===== src/hdl/cli_pkg.sv =====
// Package for the clamped linear interpolator: widths, request/result structs.
// No dependencies; imported by the top level, the checker and the testbench.
package cli_pkg;

  localparam int DATA_W         = 32;
  localparam int ENTRY_IDX_W    = 4;
  localparam int POINT_CNT_W    = 5;
  localparam int MAX_POINTS_DEF = 16;
  localparam int STEP_CNT_W     = $clog2(DATA_W);

  localparam logic MODE_LOAD  = 1'b0;
  localparam logic MODE_QUERY = 1'b1;

  typedef struct packed {
    logic                     mode;
    logic [ENTRY_IDX_W-1:0]   entry_index;
    logic signed [DATA_W-1:0] x_value;
    logic signed [DATA_W-1:0] y_value;
  } cli_req_t;

  typedef struct packed {
    logic signed [DATA_W-1:0] y_result;
    logic                     clamped;
  } cli_res_t;

endpackage


===== src/hdl/clamped_linear_interpolator.sv =====
// Top level of the clamped piecewise linear interpolator (signed Q16.16).
// Depends on cli_pkg and cli_ram.
//
// A load request writes one breakpoint when it is accepted; busy stays low. A
// query reads the table one entry per cycle from its single read port: first
// entry, last entry in use, then a linear scan from entry 1. A clamped answer
// comes from state S_LAST (first entry) or S_CHKL (last entry). An answer
// that is interpolated passes the scan, S_SETUP, S_ABS, S_MUL, S_DIV and S_FIN;
// the scan stops at the upper breakpoint, entry 1 up to the last entry in use.
// The product and the quotient are each formed one bit per cycle by a 34-bit
// shift-add/subtract unit. The result is shown for one cycle with res_strobe_o
// and cannot be held off; busy falls in that same cycle.
// The table reads as zero after reset through per-entry valid flags.
module clamped_linear_interpolator
  import cli_pkg::*;
#(
  parameter int MAX_POINTS = MAX_POINTS_DEF
) (
  input  logic                   clk_i,
  input  logic                   rst_ni,
  input  logic                   start,
  output logic                   busy,
  input  cli_req_t               req_i,
  output logic                   res_strobe_o,
  output cli_res_t               res_o,
  input  logic                   cfg_valid_i,
  output logic                   cfg_ready_o,
  input  logic [POINT_CNT_W-1:0] cfg_data_i
);

  localparam int IDX_W = $clog2(MAX_POINTS);

  typedef enum logic [9:0] {
    S_IDLE  = 10'b0000000001,
    S_FIRST = 10'b0000000010,
    S_LAST  = 10'b0000000100,
    S_CHKL  = 10'b0000001000,
    S_SCAN  = 10'b0000010000,
    S_SETUP = 10'b0000100000,
    S_ABS   = 10'b0001000000,
    S_MUL   = 10'b0010000000,
    S_DIV   = 10'b0100000000,
    S_FIN   = 10'b1000000000
  } state_e;

  state_e                   state_q, state_d;
  logic [POINT_CNT_W-1:0]   point_count_q;
  logic [MAX_POINTS-1:0]    vld_q;
  logic                     rd_vld_q;
  logic [IDX_W-1:0]         k_q, k_d;
  logic [STEP_CNT_W-1:0]    step_q, step_d;
  logic signed [DATA_W-1:0] xq_q, xq_d;
  logic signed [DATA_W-1:0] x0_q, x0_d, y0_q, y0_d, x1_q, x1_d, y1_q, y1_d;
  logic [DATA_W:0]          span_q, span_d;
  logic [DATA_W:0]          dy_q, dy_d;
  logic                     neg_q, neg_d;
  logic [DATA_W+1:0]        hi_q, hi_d;
  logic [DATA_W-1:0]        lo_q, lo_d;
  cli_res_t                 res_q, res_d;
  logic                     strobe_q, strobe_d;

  logic                     accept;
  logic                     wr_en;
  logic [IDX_W-1:0]         wr_addr;
  logic [IDX_W-1:0]         rd_addr;
  logic [IDX_W-1:0]         last_idx;
  logic [2*DATA_W-1:0]      rd_data;
  logic signed [DATA_W-1:0] ent_x, ent_y;
  logic                     rd_vld_d;
  logic [DATA_W+1:0]        mul_sum;
  logic [DATA_W+1:0]        div_t;
  logic                     div_ge;

  assign accept      = start && !busy;
  assign busy        = (state_q != S_IDLE);
  assign cfg_ready_o = 1'b1;
  assign res_o        = res_q;
  assign res_strobe_o = strobe_q;

  assign wr_addr = IDX_W'(req_i.entry_index);
  assign wr_en   = accept && (req_i.mode == MODE_LOAD) &&
                   (32'(req_i.entry_index) < MAX_POINTS);

  always_comb begin
    if (point_count_q == '0) begin
      last_idx = '0;
    end else if (32'(point_count_q) > MAX_POINTS) begin
      last_idx = IDX_W'(MAX_POINTS - 1);
    end else begin
      last_idx = IDX_W'(point_count_q - POINT_CNT_W'(1));
    end
  end

  always_comb begin
    case (state_q)
      S_FIRST: rd_addr = '0;
      S_LAST:  rd_addr = last_idx;
      S_CHKL:  rd_addr = IDX_W'(1);
      S_SCAN:  rd_addr = k_q + IDX_W'(1);
      default: rd_addr = '0;
    endcase
  end

  assign rd_vld_d = (32'(rd_addr) < MAX_POINTS) ? vld_q[rd_addr] : 1'b0;

  cli_ram #(
    .WIDTH (2 * DATA_W),
    .DEPTH (MAX_POINTS)
  ) u_table (
    .clk_i   (clk_i),
    .we_i    (wr_en),
    .waddr_i (wr_addr),
    .wdata_i ({req_i.x_value, req_i.y_value}),
    .raddr_i (rd_addr),
    .rdata_o (rd_data)
  );

  // never-written entries read as zero
  assign ent_x = rd_vld_q ? $signed(rd_data[2*DATA_W-1:DATA_W]) : '0;
  assign ent_y = rd_vld_q ? $signed(rd_data[DATA_W-1:0]) : '0;

  assign mul_sum = hi_q + (lo_q[0] ? {1'b0, dy_q} : '0);
  assign div_t   = {hi_q[DATA_W:0], lo_q[DATA_W-1]};
  assign div_ge  = (div_t >= {1'b0, span_q});

  always_comb begin
    state_d  = state_q;
    k_d      = k_q;
    step_d   = step_q;
    xq_d     = xq_q;
    x0_d     = x0_q;
    y0_d     = y0_q;
    x1_d     = x1_q;
    y1_d     = y1_q;
    span_d   = span_q;
    dy_d     = dy_q;
    neg_d    = neg_q;
    hi_d     = hi_q;
    lo_d     = lo_q;
    res_d    = res_q;
    strobe_d = 1'b0;
    case (state_q)
      S_IDLE: begin
        if (accept && (req_i.mode == MODE_QUERY)) begin
          xq_d    = req_i.x_value;
          state_d = S_FIRST;
        end
      end
      S_FIRST: begin
        state_d = S_LAST;
      end
      S_LAST: begin
        if (xq_q <= ent_x) begin
          res_d    = '{y_result: ent_y, clamped: 1'b1};
          strobe_d = 1'b1;
          state_d  = S_IDLE;
        end else begin
          x0_d    = ent_x;
          y0_d    = ent_y;
          state_d = S_CHKL;
        end
      end
      S_CHKL: begin
        if (xq_q >= ent_x) begin
          res_d    = '{y_result: ent_y, clamped: 1'b1};
          strobe_d = 1'b1;
          state_d  = S_IDLE;
        end else begin
          k_d     = IDX_W'(1);
          state_d = S_SCAN;
        end
      end
      S_SCAN: begin
        if ((xq_q < ent_x) || (k_q == last_idx)) begin
          x1_d    = ent_x;
          y1_d    = ent_y;
          state_d = S_SETUP;
        end else begin
          x0_d = ent_x;
          y0_d = ent_y;
          k_d  = k_q + IDX_W'(1);
        end
      end
      S_SETUP: begin
        span_d  = {x1_q[DATA_W-1], x1_q} - {x0_q[DATA_W-1], x0_q};
        lo_d    = xq_q - x0_q;
        dy_d    = {y1_q[DATA_W-1], y1_q} - {y0_q[DATA_W-1], y0_q};
        hi_d    = '0;
        state_d = S_ABS;
      end
      S_ABS: begin
        neg_d   = dy_q[DATA_W];
        dy_d    = dy_q[DATA_W] ? (~dy_q + (DATA_W+1)'(1)) : dy_q;
        step_d  = '0;
        state_d = S_MUL;
      end
      S_MUL: begin
        // shift-add, one multiplier bit per cycle
        hi_d   = {1'b0, mul_sum[DATA_W+1:1]};
        lo_d   = {mul_sum[0], lo_q[DATA_W-1:1]};
        step_d = step_q + STEP_CNT_W'(1);
        if (step_q == '1) begin
          state_d = S_DIV;
        end
      end
      S_DIV: begin
        // restoring division; upper half of product is already below span
        hi_d   = div_ge ? (div_t - {1'b0, span_q}) : div_t;
        lo_d   = {lo_q[DATA_W-2:0], div_ge};
        step_d = step_q + STEP_CNT_W'(1);
        if (step_q == '1) begin
          state_d = S_FIN;
        end
      end
      S_FIN: begin
        res_d.y_result = neg_q ? (y0_q - $signed(lo_q)) : (y0_q + $signed(lo_q));
        res_d.clamped  = 1'b0;
        strobe_d       = 1'b1;
        state_d        = S_IDLE;
      end
      default: begin
        state_d = S_IDLE;
      end
    endcase
  end

  always_ff @(posedge clk_i or negedge rst_ni) begin
    if (!rst_ni) begin
      state_q       <= S_IDLE;
      point_count_q <= POINT_CNT_W'(1);
      vld_q         <= '0;
      strobe_q      <= 1'b0;
      rd_vld_q      <= 1'b0;
    end else begin
      state_q  <= state_d;
      strobe_q <= strobe_d;
      rd_vld_q <= rd_vld_d;
      if (cfg_valid_i && cfg_ready_o) begin
        point_count_q <= cfg_data_i;
      end
      if (wr_en) begin
        vld_q[wr_addr] <= 1'b1;
      end
    end
  end

  always_ff @(posedge clk_i) begin
    k_q    <= k_d;
    step_q <= step_d;
    xq_q   <= xq_d;
    x0_q   <= x0_d;
    y0_q   <= y0_d;
    x1_q   <= x1_d;
    y1_q   <= y1_d;
    span_q <= span_d;
    dy_q   <= dy_d;
    neg_q  <= neg_d;
    hi_q   <= hi_d;
    lo_q   <= lo_d;
    res_q  <= res_d;
  end

  a_strobe_source: assert property (@(posedge clk_i) disable iff (!rst_ni)
    strobe_q |-> ($past(state_q) == S_LAST) || ($past(state_q) == S_CHKL) ||
                 ($past(state_q) == S_FIN))
    else $error("result strobe without a finishing step");

  a_strobe_idle: assert property (@(posedge clk_i) disable iff (!rst_ni)
    strobe_q |-> (state_q == S_IDLE))
    else $error("result strobe while a request is still in progress");

  a_offset_in_span: assert property (@(posedge clk_i) disable iff (!rst_ni)
    (state_q == S_ABS) |-> (span_q != '0) && ({1'b0, lo_q} < span_q))
    else $error("query offset not inside the breakpoint span");

  a_rem_below_span: assert property (@(posedge clk_i) disable iff (!rst_ni)
    (state_q == S_DIV) |-> (hi_q < {1'b0, span_q}))
    else $error("division remainder not below the span");

  a_quot_in_range: assert property (@(posedge clk_i) disable iff (!rst_ni)
    (state_q == S_FIN) |-> ({1'b0, lo_q} <= dy_q))
    else $error("quotient exceeds the y step");

endmodule


===== src/hdl/cli_ram.sv =====
// Generic single-write, single-read RAM with registered read data.
// Depends on nothing; used for the breakpoint table.
module cli_ram #(
  parameter int WIDTH = 64,
  parameter int DEPTH = 16
) (
  input  logic                     clk_i,
  input  logic                     we_i,
  input  logic [$clog2(DEPTH)-1:0] waddr_i,
  input  logic [WIDTH-1:0]         wdata_i,
  input  logic [$clog2(DEPTH)-1:0] raddr_i,
  output logic [WIDTH-1:0]         rdata_o
);

  logic [WIDTH-1:0] mem_q [DEPTH];

  always_ff @(posedge clk_i) begin
    if (we_i) begin
      mem_q[waddr_i] <= wdata_i;
    end
    rdata_o <= mem_q[raddr_i];
  end

endmodule


===== config.mk =====
export PLATFORM = sky130hd
export DESIGN_NAME = clamped_linear_interpolator
export DESIGN_NICKNAME = d
export VERILOG_FILES = /design/src/hdl/cli_pkg.sv /design/src/hdl/clamped_linear_interpolator.sv /design/src/hdl/cli_ram.sv
export SDC_FILE = /design/constraint.sdc
export NUM_CORES = 2
export LEC_CHECK = 0
export ABC_AREA = 1
export BUFFER_PORTS_ARGS = -buffer_cell sky130_fd_sc_hd__buf_2
export CAP_MARGIN = 20
export CORE_UTILIZATION = 44
export CTS_CLUSTER_DIAMETER = 80
export DETAILED_ROUTE_END_ITERATION = 8
export GPL_ROUTABILITY_DRIVEN = 0
export GPL_TIMING_DRIVEN = 0
export PLACE_DENSITY = 0.66
export SYNTH_ARGS = -nofsm -noshare
export SYNTH_HDL_FRONTEND = slang
export SYNTH_SLANG_ARGS = --single-unit
export TNS_END_PERCENT = 30

===== constraint.sdc =====
create_clock -name clk_i -period 5.75 [get_ports clk_i]
set_clock_uncertainty 0.1 [all_clocks]
set_input_delay 0.575 -clock clk_i [delete_from_list [all_inputs] [get_ports clk_i]]
set_output_delay 0.575 -clock clk_i [all_outputs]
set_load 0.05 [all_outputs]

==> results.toml <==
[global_routing]
grt_pass1_wl_um = 328000
grt_pass1_vias = 54699
grt_max_degree = 67
grt-ovfl-total = 0
antenna_found_initial = 24
track_usage = 0.259

[clock_network]
clock-sinks = 1456
postCtsSetupBuffers = 0
htree_levels = 4
clk_pin_slew_ps = 60
cts_root_buf = "clkbuf_16"
insertion_delay_ps = 810
numCtsBuffers = 153
cts_buffer_depth = 3
cts_tree = "built"

[logic_synthesis]
yosysUniqueCellTypes = 51
synthAdderAreaFrac = 0.0414
ys_seq_area_frac = 0.593
synthFlopType = "edfxtp_1"
synthSimpleGateAreaFrac = 0.196
postSynth.asyncResetShare = 0.0227
yosysWarnings = 0
synth_edf_count = 1359
syn_avg_cell_area_um2 = 9.48
ys_ff_latch = 1456
synth_compound_area_frac = 0.0872
synth_top_family_by_area = "simple AND/OR/NAND/NOR gates"
synthMuxAreaShare = 0
yosys.area_share.xor_xnor = 0.0132
synth_area_um2 = 72400
synth_nets = 7958
postSynthCellCount = 7644

[place]
io_buffers = 111
hpwl_um = 161000
dp_slack_ps = 577
postPlaceCellArea_um2 = 76800

[cells_and_area]
post-route-util = 0.501
area_growth_pct = 13.0
nNetsFinal = 8273
drive_gt1_frac = 0.0715
fin_area_um2 = 81800

[flow_run]
maxCapViolations = 0

[worst_hold_path]
holdPathStages = 1
min_path_type = "input pin to register"

[power_and_ir_drop]
netSwitchingPower_w = 0.00570
p_leak_nw = 33.3
swShare = 0.242
p_comb_frac = 0.077
power_w = 0.0236
sequentialPowerShare = 0.507
vdd_ir_drop_max_v = 0.000338
power.density_nw_per_um2 = 288
internal-power_w = 0.0179
clkPwrFrac = 0.416

[routing]
vias_per_cell = 5.49
wire_per_inst_um = 21.3
drtIter0Drc = 6386
route.vias.total = 56373
drc = 0
postRouteAntennaNets = 0
wirelength_um = 219000
drt_pass1_iterations = 8

[sta]
period_needed_ps = 5280
worst_pin_slew_ps = 1190
setup_ws_ps = 471
fin_crit_sh = 0.918
finalHoldViolCount = 0
rsz0062_at_grt = "no"
slew_violations = 0
relSlewSlack = 0.206
fmax_mhz = 189
setup_viol = 0

[critical_path]
required_ps = 6120
end_kind = "register"
cp_max_fo = 33
crit_type = "register to register"
cp.arrival_ps = 5640
reg2regPathDepth = 15
critPathLaunchType = "register"

[floorplanning]
dieWidth_um = 408
die_y_um = 408
io_pins = 114
fp-row-count = 148
core_area_um2 = 163000
start_util = 0.444
dieArea_um2 = 166000

[run_status]
status = "finished, final reports clean"
[routing by layer]
layer / vias up / GRT usage / wire length (um)
met5: - / 0 / 80
met4: 14 / 0.117 / 10000
met3: 540 / 0.0449 / 19400
met2: 2691 / 0.425 / 102000
met1: 26604 / 0.335 / 86900
li1: 26524 / - / -
[kinds of logic after synthesis]
logic type               Yosys count
adder cells (fa/ha/maj)          236
buffers and inverters           1283
XOR/XNOR                         109
other                              1
flip-flops                      1456
AND/OR/NAND/NOR                 3374
AO/OA/AOI/OAI                   1185
[per-stage QoR]
stage	cells	hold WS (ps)	TNS [ps]
floorplan	7644	179	0
global placement	9930	339	-3040080
detailed placement	9974	350	0
CTS	10259	17.6	0
global route	10264	49.5	0
finish	10265	57.8	0
[layout make-up]
| type | count | area [um^2] |
|---|---|---|
| Antenna cell | 5 | 12.5 |
| Buffer | 274 | 1260 |
| Clock buffer | 195 | 4120 |
| Clock inverter | 86 | 868 |
| Fill cell | 14688 | 81300 |
| Inverter | 1009 | 3790 |
| Multi-Input combinational cell | 4905 | 24600 |
| Sequential cell | 1456 | 42900 |
| Tap cell | 2175 | 2720 |
| Timing Repair Buffer | 160 | 1500 |
[worst paths after layout]
path / start / endpoint / slack [ps]
worst max-delay path: rd_vld_q / x0_q[25] / 470
worst min-delay path: req_i[14] / u_table.mem_q[14][14] / 60
worst max register to register: rd_vld_q / x0_q[25] / 470
worst min register to register: vld_q[6] / vld_q[6] / 370
max in group asynchronous: rst_ni / state_q[5] / 4480
min in group asynchronous: rst_ni / res_strobe_o / 430
[registers in the layout, indices dropped and copies added, names as in the netlist, 33 cells and up]
signal           flops
u_table.mem_q     1024
u_table.rdata_o     64
hi_q                34
dy_q                33
res_o               33
span_q              33
[Yosys cell counts (18+ instances only)]
cell type | count | area (um^2)
nand2_1 | 2102 | 7890
a21oi_1 | 312 | 1560
dfrtp_1 | 31 | 776
a21o_1 | 27 | 203
buf_2 | 92 | 460
o21a_1 | 21 | 158
or2_2 | 31 | 194
nor2_1 | 350 | 1310
nand3_1 | 643 | 3220
nand3b_1 | 54 | 405
inv_1 | 997 | 3740
ha_1 | 230 | 2880
nor4_1 | 18 | 113
xor2_1 | 66 | 578
edfxtp_1 | 1359 | 40800
xnor2_1 | 43 | 377
nand4_1 | 103 | 644
o21ai_0 | 507 | 2540
o21ai_1 | 221 | 1110
o211ai_1 | 20 | 150
buf_4 | 24 | 180
nor3_1 | 60 | 300
dfxtp_1 | 64 | 1280
clkbuf_1 | 138 | 518
[worst max-delay path, cell delays in order (launching register included)]
cell and delay, ps:
dfrtp_1 460, clkbuf_1 550, clkbuf_1 430, nand2_1 160, ha_1 410, nand2_1 100, nor2_1 140, nand2_1 80
nor4_1 750, nand2_1 160, nand3_1 280, nand3_1 160, nand2_1 150, nand2_1 80, inv_2 570, buf_12 300
[power groups by stage]
stage                     sequential (W)  clock, W  combinational [W]
after global routing              0.0120    0.0103            0.00199
after CTS                         0.0119   0.00986            0.00179
after global placement            0.0122         0            0.00170
after floorplan                   0.0121         0            0.00101
after detailed placement          0.0122         0            0.00178
final                             0.0119   0.00980            0.00183
[layout by cell type (no fill, tap or decap), drive strengths merged, types with 5 or more instances in the layout]
cell type     n
nand2      2105
edfxtp     1359
inv        1013
o21ai       728
nand3       645
nor2        353
clkbuf      333
a21oi       312
buf         292
ha          230
nand4       103
clkinv       70
xor2         66
dfxtp        64
nor3         62
nand3b       54
xnor2        43
or2          32
dfrtp        31
a21o         27
o21a         21
o211ai       20
nor4         18
o21bai       16
o22ai        16
o221ai       15
a21boi        9
a31oi         9
bufinv        9
fa            6
diode         5
[repair_timing]
item,4_1_cts,5_1_grt
resized for setup,0,0
hold endpoints to repair,34,0
hold buffers,4,0
setup endpoints to repair,0,0
Note: power is estimated with default switching activity, not from simulation.
